<file path="src/hw/rtl/qau_pkg.sv">
package qau_pkg;

    // Number format and derived widths.
    localparam int DATA_BITS = 32;
    localparam int FRAC_BITS = 16;
    localparam int PROD_BITS = 2 * DATA_BITS;
    localparam int WIDE_BITS = 2 * DATA_BITS + 8;
    localparam int ROOT_BITS = DATA_BITS + 1;
    localparam int RAD_BITS  = 2 * ROOT_BITS;
    localparam int QUO_BITS  = FRAC_BITS + 1;

    typedef logic signed [DATA_BITS-1:0] t_data;
    typedef logic signed [PROD_BITS-1:0] t_prod;
    typedef logic signed [WIDE_BITS-1:0] t_wide;

    typedef enum logic [2:0] {
        CMD_MUL  = 3'd0,
        CMD_ROT  = 3'd1,
        CMD_NORM = 3'd2,
        CMD_CONJ = 3'd3,
        CMD_NEG  = 3'd4,
        CMD_LEN  = 3'd5,
        CMD_LSQ  = 3'd6
    } t_cmd;

    localparam logic [1:0] ST_OK   = 2'd0;
    localparam logic [1:0] ST_ZERO = 2'd1;
    localparam logic [1:0] ST_SAT  = 2'd2;

    typedef struct packed {
        t_data val;
        logic  ovf;
    } t_sat;

    // One transaction as it moves through the root and divider stages.
    typedef struct packed {
        logic [2:0]                           cmd;
        logic                                 zero;
        logic                                 ovf;
        logic [3:0][DATA_BITS-1:0]            res;
        logic [RAD_BITS-1:0]                  rad;
        logic [ROOT_BITS:0]                   rem;
        logic [ROOT_BITS-1:0]                 root;
        logic [3:0]                           neg;
        logic [3:0][ROOT_BITS-1:0]            drem;
        logic [3:0][QUO_BITS-1:0]             dq;
    } t_item;

    function automatic t_wide wext_d(input t_data v);
        return {{(WIDE_BITS-DATA_BITS){v[DATA_BITS-1]}}, v};
    endfunction

    function automatic t_wide wext_p(input t_prod v);
        return {{(WIDE_BITS-PROD_BITS){v[PROD_BITS-1]}}, v};
    endfunction

    function automatic t_sat sat_wide(input t_wide v);
        t_wide hi;
        t_wide lo;
        t_sat  r;
        hi = {{(WIDE_BITS-DATA_BITS+1){1'b0}}, {(DATA_BITS-1){1'b1}}};
        lo = ~hi;
        if (v > hi) begin
            r.val = hi[DATA_BITS-1:0];
            r.ovf = 1'b1;
        end else if (v < lo) begin
            r.val = lo[DATA_BITS-1:0];
            r.ovf = 1'b1;
        end else begin
            r.val = v[DATA_BITS-1:0];
            r.ovf = 1'b0;
        end
        return r;
    endfunction

    function automatic t_sat round_sat(input t_wide v);
        return sat_wide(v >>> FRAC_BITS);
    endfunction

    function automatic t_sat neg_sat(input t_data v);
        return sat_wide(-wext_d(v));
    endfunction

endpackage

</file>
<file path="src/hw/rtl/qau_sqrt_step.sv">
module qau_sqrt_step import qau_pkg::*; (
    input  logic  i_clk,
    input  logic  i_rst_n,
    input  logic  i_en,
    input  logic  i_valid,
    input  t_item i_item,
    output logic  o_valid,
    output t_item o_item
);

    // One bit of the digit-by-digit square root per stage.
    logic [ROOT_BITS+2:0] rem_ext;
    logic [ROOT_BITS+2:0] trial;
    logic [ROOT_BITS+2:0] diff;
    t_item                n_item;
    t_item                r_item;
    logic                 r_valid;

    always_comb begin
        n_item  = i_item;
        rem_ext = {i_item.rem, i_item.rad[RAD_BITS-1 -: 2]};
        trial   = {1'b0, i_item.root, 2'b01};
        diff    = rem_ext - trial;
        n_item.rad = {i_item.rad[RAD_BITS-3:0], 2'b00};
        if (rem_ext >= trial) begin
            n_item.rem  = diff[ROOT_BITS:0];
            n_item.root = {i_item.root[ROOT_BITS-2:0], 1'b1};
        end else begin
            n_item.rem  = rem_ext[ROOT_BITS:0];
            n_item.root = {i_item.root[ROOT_BITS-2:0], 1'b0};
        end
    end

    always_ff @(posedge i_clk) begin
        if (!i_rst_n) begin
            r_valid <= 1'b0;
        end else if (i_en) begin
            r_valid <= i_valid;
        end
    end

    always_ff @(posedge i_clk) begin
        if (i_en) begin
            r_item <= n_item;
        end
    end

    assign o_valid = r_valid;
    assign o_item  = r_item;

    a_rem_bound: assert property (@(posedge i_clk) disable iff (!i_rst_n)
        r_valid |-> r_item.rem <= {r_item.root, 1'b0})
        else $error("square root remainder exceeds twice the partial root");

endmodule

</file>
<file path="config.mk">
export PLATFORM = sky130hd
export DESIGN_NAME = qau_sqrt_step
export DESIGN_NICKNAME = d
export VERILOG_FILES = /design/src/hw/rtl/qau_pkg.sv /design/src/hw/rtl/qau_sqrt_step.sv
export SDC_FILE = /design/constraint.sdc
export NUM_CORES = 1
export LEC_CHECK = 0
export BUFFER_PORTS_ARGS = -buffer_cell sky130_fd_sc_hd__buf_2
export CORE_AREA = 2 2 363 365
export DETAILED_ROUTE_END_ITERATION = 16
export DIE_AREA = 0 0 365 367
export HOLD_SLACK_MARGIN = 0.15
export PLACE_DENSITY = 0.4
export SLEW_MARGIN = 20
export SYNTH_ARGS = -nofsm -noshare
export SYNTH_HDL_FRONTEND = slang
export SYNTH_SLANG_ARGS = --single-unit
export TNS_END_PERCENT = 30
</file>
<file path="constraint.sdc">
create_clock -name i_clk -period 3.5 [get_ports i_clk]
set_clock_uncertainty 0.05 [all_clocks]
set_input_delay 0.525 -clock i_clk [delete_from_list [all_inputs] [get_ports i_clk]]
set_output_delay 0.525 -clock i_clk [all_outputs]
set_load 0.01 [all_outputs]
</file>
**Word level (Yosys, flattened, before mapping)**

Index checks and enable logic that the tools add are counted.

- Bits in registers: 469
- Input bits: 474
- Output and inout bits: 471
- Logic and storage cells: 23

- Add/sub/neg operators: 1
- Magnitude comparators: 1
- Multiplexer cells: 1

Operators with widths:

| cell | number |
|---|---|
| $mux W67 | 1 |
| $ge A36 B35 Y1 | 1 |
| $sub A34 B34 Y34 | 1 |

**Logic depth before layout (Yosys ltp)**

- Depth in word-level cells: 2
- Mapped depth: 13
- Gate-level depth less buffers: 11

**Least setup slack after synthesis**

Ideal clock, no wire load.

- Path type: input to register
- Start: in i_item[215] (netlist bit)
- End: reg r_item (netlist bit o_item[261]) (data pin)
- Setup time: 0.260 ns
- Arrival: 2.634 ns
- Required time: 3.190 ns
- Slack: 0.556 ns
- Cell stages on the path: 11
- Buffers on the path: 2
- Cell sequence: inv_1 > ha_1 > clkbuf_1 > a21o_1 > a31oi_1 > o221ai_2 > a21o_1 > a211oi_4 > inv_2 > buf_4 > mux2_4

RTL lines:

| what | line | source |
|---|---|---|
| start, declared | qau_sqrt_step.sv:6 | `input t_item i_item,` |
| end signal, assigned | qau_sqrt_step.sv:44 | `r_item <= n_item;` |
| end, declared | qau_sqrt_step.sv:16 | `t_item r_item;` |

==> results.yml <==
routing:
  dr_total_vias: 13700
  route.detailed.drc: 0
  wl_per_cell_um: 20.0
  drt-total-wl_um: 83000
  postRouteAntennaNets: 0
  dr.pass1.iters: 5
  via_per_inst: 3.30
  drt_iter0_markers: 806
synth:
  avgSynthCellArea_sq_um: 19.4
  yosysUniqueCellTypes: 54
  synthFlopType: "edfxtp_1"
  synth_seq_area_share_pct: 85.7
  ys_seq_elements: 469
  synthCells: 847
  synth_edf_count: 468
  netlist_area_sq_um: 16400
  async_flop_share_pct: 0
  yosysWarnings: 0
floorplan:
  start_util_pct: 12.6
  fp.coreArea_sq_um: 130000
  chipHeight_um: 367
  io_pins: 945
  fp-row-count: 133
  die_area_sq_um: 134000
  die_w_um: 365
placed_design:
  gp_congestion: 0.830
  place_hpwl_um: 66000
  place_ws_ns: 0.0126
  place_area_sq_um: 23800
  place_inst: 3582
  port_buffers: 942
pwr:
  ir_drop_v: 0.000340
  finalPower_mw: 15.4
  power.leakage_nw: 12.6
  power.density_nw_per_um2: 507
worst_setup_path:
  r2r_slack_ns: 2.29
  cp.required_ns: 3.84
  startpoint: "i_item[213]"
  crit_chain: "dlygate4sd3_1, buf_2, inv_1, ha_1, a21oi_1, o21ai_1, a31oi_1, o221ai_2, a21o_1, a211oi_4, inv_2, mux2_4"
  critical_path.endpoint_type: "flop"
  cp-start-kind: "input pin"
  critical_path.slowest_cell: "dlygate4sd3_1"
  path_max_fanout: 10
  rr_startpoint: "o_valid"
  path_class: "input pin to flop"
  rr_endpoint: "o_valid"
  crit_end: "o_item[261]"
  ff2ff_path_depth: 3
  arrival_ns: 3.64
  max_stage_delay_ns: 0.52
final_layout:
  nNetsFinal: 2860
  fin_area_sq_um: 30400
  final_cell_mix: "buf_2 (941), edfxtp_1 (468), dlygate4sd3_1 (463), clkbuf_16 (59), nand2_1 (47)"
  drive_above_1_share_pct: 45.6
  layout.cells.most_common: "buf_2"
  final_cells: 4158
  fin_util_pct: 23.3
  fillers: 14000
  area_delta_synth_final_pct: 85.1
timing:
  holdWs_ns: 0.226
  rsz0062_at_grt: "no"
  min_period_over_period_pct: 94.4
  finalMaxSlewViolations: 0
  fin_tns_setup_ns: 0
  clock.fmax_mhz: 303
  fin_crit_ns: 3.30
  hold_viol_final: 0
  setup_viol: 0
  slew_headroom_pct: 56.0
  finalWorstSetupSlack_ns: 0.195
  worst_pin_slew_ns: 0.661
outcome:
  status: "complete, no violations"
run:
  maxCapViolations: 0
clocking:
  cts_tree: "yes"
  cts_buffers: 59
  path_clk_slew_ns: 0.05
  clockRootBuffer: "clkbuf_16"
  clkLatencyLatePin_ns: 0.65
  cts_buffer_depth: 3
  cts_max_level: 2
  cts.sinks: 469
global_routing:
  grt_max_degree: 73
  track_usage_pct: 11.8
  grt_pass1_vias: 14300
  globalRouteOverflowTotal: 0
  grt_pass1_wl_um: 110000
  antenna_found_initial: 25
hold_path:
  min_path_type: "input pin to flop"
-- flip-flops by register name, indices dropped and copies added (netlist names) --
signal and flops:
o_valid 1, o_item 468
-- what timing repair did --
action                     in CTS  in global routing
hold buffers                  463                  0
setup endpoints to repair       0                  4
gates resized for setup         0                  3
hold endpoints to repair      462                  0
setup buffers                   0                  0
-- kinds of logic (layout without fill, tap and decap cells) --
group           count (synthesis)  count (layout)  synth area share (%)
buf+inv                        61            1611                  1.49
other cells                     1               7                0.0228
compound gates                135             135                  5.05
mux                             4               4                 0.312
fa+ha+maj                      35              35                  2.67
xor+xnor                       26              26                  1.39
flops                         469             469                  85.7
simple gates                  116             116                  3.35
-- cell type report --
cell class              count  area [sq um]  area share [%]
repair buffers           1457          9890            32.5
diodes                      5          12.5          0.0412
well taps                1755          2200            7.22
multi-input cells         318          2110            6.94
clock inverters            42           440            1.45
flip-flops and latches    469         14100            46.3
inverters                  46           173           0.568
clock buffers              66          1500            4.94
-- worst min path at each step --
stage,startpoint,endpoint,slack [ns],depth (start not counted)
final,i_item[248],o_item[250],0.23,3
after floorplan,o_valid,o_valid,0.49,2
after detailed placement,o_valid,o_valid,0.47,2
after global placement,o_valid,o_valid,0.45,2
after CTS,i_item[335],o_item[237],0.17,2
after global routing,i_item[335],o_item[237],0.20,2
-- routing by layer --
layer	wire [um]	track usage, %	share of wire (%)	vias to the layer above
met1	34100	14.4	41	6700
met4	1390	2.45	1.7	10
met5	62	0	0.075	-
met2	40300	20.1	49	592
met3	7170	3.82	8.6	94
li1	-	-	-	6309
-- Yosys cell counts, types with 5 or more instances --
library cell,number,area [sq um]
ha_1,35,438
clkbuf_1,8,30.0
o21ai_0,43,215
xor2_1,14,123
nand3_1,7,35.0
o21bai_1,7,52.6
inv_1,45,169
o211ai_1,5,37.5
edfxtp_1,468,14100
nand2_1,47,176
nand2b_1,9,56.3
xnor2_1,12,105
nand4_1,11,68.8
a211oi_1,5,37.5
nor2_1,23,86.3
a21oi_1,40,200
a21o_1,8,60.1
-- power breakdown --
part           switching [mW]  internal, mW  total [mW]
Sequential              0.178          6.73        6.91
Combinational            1.26          1.08        2.34
Clock                    2.62          3.55        6.18
-- worst max-delay path, delay by kind of cell --
kind / cells / cell delay, ns
compound gates: 6 / 1.39
buf+inv: 4 / 1.01
mux: 1 / 0.32
fa+ha+maj: 1 / 0.37
No activity file was read; power rests on OpenSTA's default activity.
