==> src/hw/rtl/qau_pkg.sv <==
package qau_pkg;

    // Number format and derived widths.
    localparam int DATA_BITS = 32;
    localparam int FRAC_BITS = 16;
    localparam int PROD_BITS = 2 * DATA_BITS;
    localparam int WIDE_BITS = 2 * DATA_BITS + 8;
    localparam int ROOT_BITS = DATA_BITS + 1;
    localparam int RAD_BITS  = 2 * ROOT_BITS;
    localparam int QUO_BITS  = FRAC_BITS + 1;

    typedef logic signed [DATA_BITS-1:0] t_data;
    typedef logic signed [PROD_BITS-1:0] t_prod;
    typedef logic signed [WIDE_BITS-1:0] t_wide;

    typedef enum logic [2:0] {
        CMD_MUL  = 3'd0,
        CMD_ROT  = 3'd1,
        CMD_NORM = 3'd2,
        CMD_CONJ = 3'd3,
        CMD_NEG  = 3'd4,
        CMD_LEN  = 3'd5,
        CMD_LSQ  = 3'd6
    } t_cmd;

    localparam logic [1:0] ST_OK   = 2'd0;
    localparam logic [1:0] ST_ZERO = 2'd1;
    localparam logic [1:0] ST_SAT  = 2'd2;

    typedef struct packed {
        t_data val;
        logic  ovf;
    } t_sat;

    // One transaction as it moves through the root and divider stages.
    typedef struct packed {
        logic [2:0]                           cmd;
        logic                                 zero;
        logic                                 ovf;
        logic [3:0][DATA_BITS-1:0]            res;
        logic [RAD_BITS-1:0]                  rad;
        logic [ROOT_BITS:0]                   rem;
        logic [ROOT_BITS-1:0]                 root;
        logic [3:0]                           neg;
        logic [3:0][ROOT_BITS-1:0]            drem;
        logic [3:0][QUO_BITS-1:0]             dq;
    } t_item;

    function automatic t_wide wext_d(input t_data v);
        return {{(WIDE_BITS-DATA_BITS){v[DATA_BITS-1]}}, v};
    endfunction

    function automatic t_wide wext_p(input t_prod v);
        return {{(WIDE_BITS-PROD_BITS){v[PROD_BITS-1]}}, v};
    endfunction

    function automatic t_sat sat_wide(input t_wide v);
        t_wide hi;
        t_wide lo;
        t_sat  r;
        hi = {{(WIDE_BITS-DATA_BITS+1){1'b0}}, {(DATA_BITS-1){1'b1}}};
        lo = ~hi;
        if (v > hi) begin
            r.val = hi[DATA_BITS-1:0];
            r.ovf = 1'b1;
        end else if (v < lo) begin
            r.val = lo[DATA_BITS-1:0];
            r.ovf = 1'b1;
        end else begin
            r.val = v[DATA_BITS-1:0];
            r.ovf = 1'b0;
        end
        return r;
    endfunction

    function automatic t_sat round_sat(input t_wide v);
        return sat_wide(v >>> FRAC_BITS);
    endfunction

    function automatic t_sat neg_sat(input t_data v);
        return sat_wide(-wext_d(v));
    endfunction

endpackage

==> src/hw/rtl/qau_div_step.sv <==
module qau_div_step import qau_pkg::*; (
    input  logic  i_clk,
    input  logic  i_rst_n,
    input  logic  i_en,
    input  logic  i_valid,
    input  t_item i_item,
    output logic  o_valid,
    output t_item o_item
);

    // One restoring division bit per stage, four lanes sharing the length.
    logic [ROOT_BITS:0] len;
    logic [ROOT_BITS:0] part [4];
    logic [ROOT_BITS:0] diff [4];
    t_item              n_item;
    t_item              r_item;
    logic               r_valid;

    always_comb begin
        n_item = i_item;
        len    = {1'b0, i_item.root};
        for (int k = 0; k < 4; k++) begin
            part[k] = {i_item.drem[k], i_item.dq[k][QUO_BITS-1]};
            diff[k] = part[k] - len;
            if (part[k] >= len) begin
                n_item.drem[k] = diff[k][ROOT_BITS-1:0];
                n_item.dq[k]   = {i_item.dq[k][QUO_BITS-2:0], 1'b1};
            end else begin
                n_item.drem[k] = part[k][ROOT_BITS-1:0];
                n_item.dq[k]   = {i_item.dq[k][QUO_BITS-2:0], 1'b0};
            end
        end
    end

    always_ff @(posedge i_clk) begin
        if (!i_rst_n) begin
            r_valid <= 1'b0;
        end else if (i_en) begin
            r_valid <= i_valid;
        end
    end

    always_ff @(posedge i_clk) begin
        if (i_en) begin
            r_item <= n_item;
        end
    end

    assign o_valid = r_valid;
    assign o_item  = r_item;

    a_rem_below_len: assert property (@(posedge i_clk) disable iff (!i_rst_n)
        r_valid && r_item.cmd == CMD_NORM && !r_item.zero
        |-> r_item.drem[0] < r_item.root && r_item.drem[1] < r_item.root
         && r_item.drem[2] < r_item.root && r_item.drem[3] < r_item.root)
        else $error("normalize divider remainder not below the length");

endmodule

==> config.mk <==
export PLATFORM = sky130hd
export DESIGN_NAME = qau_div_step
export DESIGN_NICKNAME = d
export VERILOG_FILES = /design/src/hw/rtl/qau_pkg.sv /design/src/hw/rtl/qau_div_step.sv
export SDC_FILE = /design/constraint.sdc
export NUM_CORES = 1
export LEC_CHECK = 0
export BUFFER_PORTS_ARGS = -buffer_cell sky130_fd_sc_hd__buf_4
export CAP_MARGIN = 40
export CORE_AREA = 4 4 361 363
export DETAILED_ROUTE_END_ITERATION = 7
export DIE_AREA = 0 0 365 367
export GPL_TIMING_DRIVEN = 0
export PLACE_DENSITY = 0.43
export SLEW_MARGIN = 0
export SYNTH_ARGS = -nofsm -noshare
export SYNTH_HDL_FRONTEND = slang
export SYNTH_SLANG_ARGS = --single-unit
==> constraint.sdc <==
create_clock -name i_clk -period 3.36 [get_ports i_clk]
set_input_delay 0.168 -clock i_clk [delete_from_list [all_inputs] [get_ports i_clk]]
set_output_delay 0.168 -clock i_clk [all_outputs]
set_load 0.1 [all_outputs]
; ---- Word level (Yosys, flattened, before mapping)
; Index checks and enable logic that the tools add are counted.
[totals]
reg_bits = 471
mem_count = 0
mem_bits_ro = 0
word_cells = 36
ramBits = 0
latchBits = 0
[classes]
bitwise_logic = 0
multipliers = 0
n_shift = 0
div_mod_pow = 0
muxes = 8
n_eq_ne = 0
addsub = 4
magnitude_cmp = 4
n_reduce_logical = 0
[op_table]
columns = cell, n
row1 = $ge A34 B33 Y1, 4
row2 = $mux W33, 4
row3 = $sub A33 B33 Y33, 4
row4 = $mux W1, 4

; ---- Longest topological paths before layout
[logic_depth]
ltp_word = 2
ltp_mapped = 15

; ---- Worst setup path before layout
; No wires, ideal clock.
[synth_timing]
path_type = input -> register
from = input port i_item[16] (netlist name)
to = register r_item, in the netlist o_item[69] (data pin)
path_slack_ns = 0.406
cell_stages = 13
setup_time_ns = 0.260
arrival_ns = 2.694
cell_sequence = inv_1 > ha_1 > inv_1 > fa_1 > a211oi_1 > o21bai_1 > a211oi_1 > nor2_1 > a31oi_2 > o31ai_4 > a31oi_2 > buf_6 > mux2_2
[synth_rtl]
columns = element, line_no
row1 = start: declaration, qau_div_step.sv:6  ; input t_item i_item,
row2 = end signal: assignment, qau_div_step.sv:45  ; r_item <= n_item;
row3 = end: declaration, qau_div_step.sv:16  ; t_item r_item;

==> key figures <==
Status
  – Status: finished clean

Synth
  – Multiplexer share of the synthesized area: 0.7275%
  – Yosys top cell by area: edfxtp_1
  – Syn Std Cell Area: 22700 µm²
  – Flops & latches, synth: 471
  – Ys Warns: 0
  – Ys flop type: edfxtp_1
  – Cells after Synth: 1786
  – Mean Syn Cell Area: 12.71 µm²
  – Area fraction of the dominant cell type after synthesis: 62.17%
  – EDFF count, synth: 470
  – Synth area leaders: edfxtp_1 (62%), ha_1 (7.3%), o21ai_0 (3.8%)
  – Yosys cell types: 71
  – Post-synthesis compound-gate area fraction: 14.64%
  – Largest family of logic cells by synthesized area: compound AO/OA/AOI/OAI gates
  – Net Count, Synth: 2396
  – Ys async rst share: 0%
  – Synth Area in XOR/XNOR: 4.360%
  – Post-Synth Simple-Gate Area: 8.146%
  – Area share of fa/ha/maj cells after synthesis: 7.628%
  – Post-synthesis sequential area ratio: 62.26%

Worst setup path
  – Worst-path fanout max: 8
  – RR Startpoint: o_valid
  – Reg2reg end: o_valid
  – CP Launch Type: input port
  – Kind of critical path: in2reg
  – Critical Path RT: 3.72 ns
  – Worst EP arrival: 3.64 ns
  – R2r worst-path depth: 3
  – R2R setup slack: 2.18 ns
  – Crit path capture type: flip-flop

Clock network
  – H-Tree Level Count: 3
  – Maximum clock path buffer count: 3
  – CTS tree: done
  – Clk slew on worst S/H paths: 0.06 ns
  – Worst skew pair latency: 0.63 ns
  – Root buffer cell: clkbuf_16
  – CTS sink count: 471
  – CTS buffer count: 66

Floorplan
  – Starting Density: 17.87%
  – Die H: 367 µm
  – Core area: 127000 µm²
  – Boundary Pins: 945
  – Row cnt: 131
  – Die ar.: 134000 µm²
  – Die Wd: 365 µm

STA
  – Final worst slack: 0.08581 ns
  – Worst-margin pin slew: 0.8794 ns
  – Slew HR: 40.87%
  – Fmax: 305.4 MHz
  – Skew final: 0 ns
  – Final min period: 3.274 ns
  – # setup viols final: 0
  – Hold Slack: 0.01341 ns
  – Count of final max-slew check failures: 0
  – Period utilisation layout: 97.45%
  – Final count of hold timing violations: 0

Finish
  – Area growth syn-to-layout: 72.51%
  – Multi-input gate area: 8135 µm²
  – Layout cells sized above 1: 33.66%
  – Final Non-Filler Cells: 5021
  – Register area: 14130 µm²
  – Layout net count: 3890
  – Fill cells: 13152
  – Final core occ: 30.83%

Detailed routing
  – 1st-iter DRT viols: 1207
  – Final ANT Viol Nets: 0
  – DR vias: 20971
  – Drt wl/cell: 26.31 µm
  – DRC Markers: 0
  – Via density: 4.177
  – Routed wire length: 132100 µm
  – Drt first pass iters: 5

Global route
  – Gr usage total: 18.79%
  – Largest net degree at the start of global routing: 111
  – First-pass GRT wire length: 175500 µm
  – GR Overflow Total: 0
  – Vias in the first global route: 21748
  – Initial antenna violation count: 43

Placement
  – Gpl congestion: 0.8901
  – Input/output buffers: 944
  – DP Cell Count: 4400
  – Setup WS pre-CTS: -1.067 ns
  – Post-DP HPWL: 108200 µm

Power
  – Max VDD drop: 0.3469 mV
  – P per Cell Area: 601.3 nW/µm²
  – LEAKAGE: 0.01631 µW

Min path
  – WHS Endpoint: o_item[102]
  – Hold path depth: 3
  – Hold Path Class: in2reg
  – Worst hold path startpoint: i_item[101]

Run
  – Max cap viols: 0
-- layer usage --
metal	track usage [%]	routed length, µm	up-vias
li1	-	-	9811
met1	20.25	49490	10240
met2	35.29	69310	739
met3	5.405	9445	157
met4	5.409	3695	24
met5	0	153	-
-- Yosys cell counts, types with 24 or more instances --
cell      count
a21o_1       74
a21oi_1     127
clkbuf_1     36
edfxtp_1    470
ha_1        132
inv_1        66
nand2_1     188
nand3_1      24
nand4_1      33
nor2_1       66
o21ai_0     173
xnor2_1      64
xor2_1       49
-- flip-flops by register name (all words and copies together), names as in the netlist --
name     count
o_valid      1
o_item     470
-- placed cells by master, fill, tap and decap left out, drive strengths merged, types with 20 or more instances in the layout --
master | netlist | final
o21bai | 21 | 21
clkbuf | 39 | 118
edfxtp | 470 | 470
buf | 14 | 971
a21oi | 129 | 129
and3 | 21 | 21
dlygate4sd3 | 0 | 469
clkinv | 0 | 27
xnor2 | 64 | 64
nor2 | 66 | 66
xor2 | 49 | 49
nand4 | 33 | 33
diode | 0 | 26
a31oi | 23 | 23
inv | 67 | 68
o31ai | 20 | 20
nand3 | 24 | 24
a21o | 75 | 75
nand2 | 188 | 188
o21ai | 183 | 183
ha | 132 | 132
-- through the flow --
| stage | cell area (µm²) | TNS [ns] | total power, µW |
|---|---|---|---|
| finish | 39160 | 0 | 23550 |
| floorplan | 22700 | 0 | 13220 |
| CTS | 38960 | 0 | 23920 |
| global placement | 31870 | -1188.75 | 15840 |
| detailed placement | 32040 | -77.61 | 15800 |
| global route | 39150 | -0.01652 | 24470 |
-- critical path: stages --
cell	delay [ns]
dlygate4sd3_1	0.54
buf_4	0.14
ha_1	0.26
clkbuf_1	0.32
nand4_1	0.16
a211o_1	0.25
a21oi_1	0.36
o2111a_1	0.35
o21a_1	0.23
a221o_1	0.21
a21o_1	0.14
xnor2_1	0.06
o21ai_0	0.44
-- timing repair --
action | CTS | global route
setup buffers | 0 | 5
endpoints found under the hold margin | 466 | 4
pin swaps | 0 | 2
endpoints found under the setup margin | 19 | 33
gates resized for setup | 7 | 25
hold buffers | 465 | 4
-- power by group --
group / internal (µW) / total, µW / switching, µW
registers: 7210 / 7390 / 186
clock network: 4350 / 7360 / 3010
logic: 2210 / 8790 / 6590
-- area by class of cell --
type	instances	share of cell area, %
clock inverter	42	1.281
antenna	26	0.1661
multi-input combinational	1195	20.77
clock buffer	79	4.422
sequential	471	36.09
inverter	67	0.6709
tap	1662	5.310
buffer	53	0.6901
timing repair buffer	1426	30.60
-- cells by family after synthesis --
| logic type | count (synthesis) |
|---|---|
| xor gates and xnor gates | 113 |
| adders and majority gates | 136 |
| and+or+nand+nor | 401 |
| muxes | 15 |
| buffers and inverters | 120 |
| AOI/OAI and AO/OA | 530 |
| DFF | 471 |
-- how the worst max path moves through the flow --
stage | startpoint | endpoint | slack [ns] | cells after the start
2_1_floorplan | i_item[16] | o_item[69] | 0.41 | 13
3_3_place_gp | i_en | o_item[140] | -2.39 | 1
3_5_place_dp | i_item[205] | o_item[100] | -1.07 | 14
4_1_cts | i_item[205] | o_item[129] | 0.003 | 13
5_1_grt | i_item[152] | o_item[163] | -0.02 | 13
6_report | i_item[143] | o_item[163] | 0.09 | 13
Power figures use the tool's default switching activity.
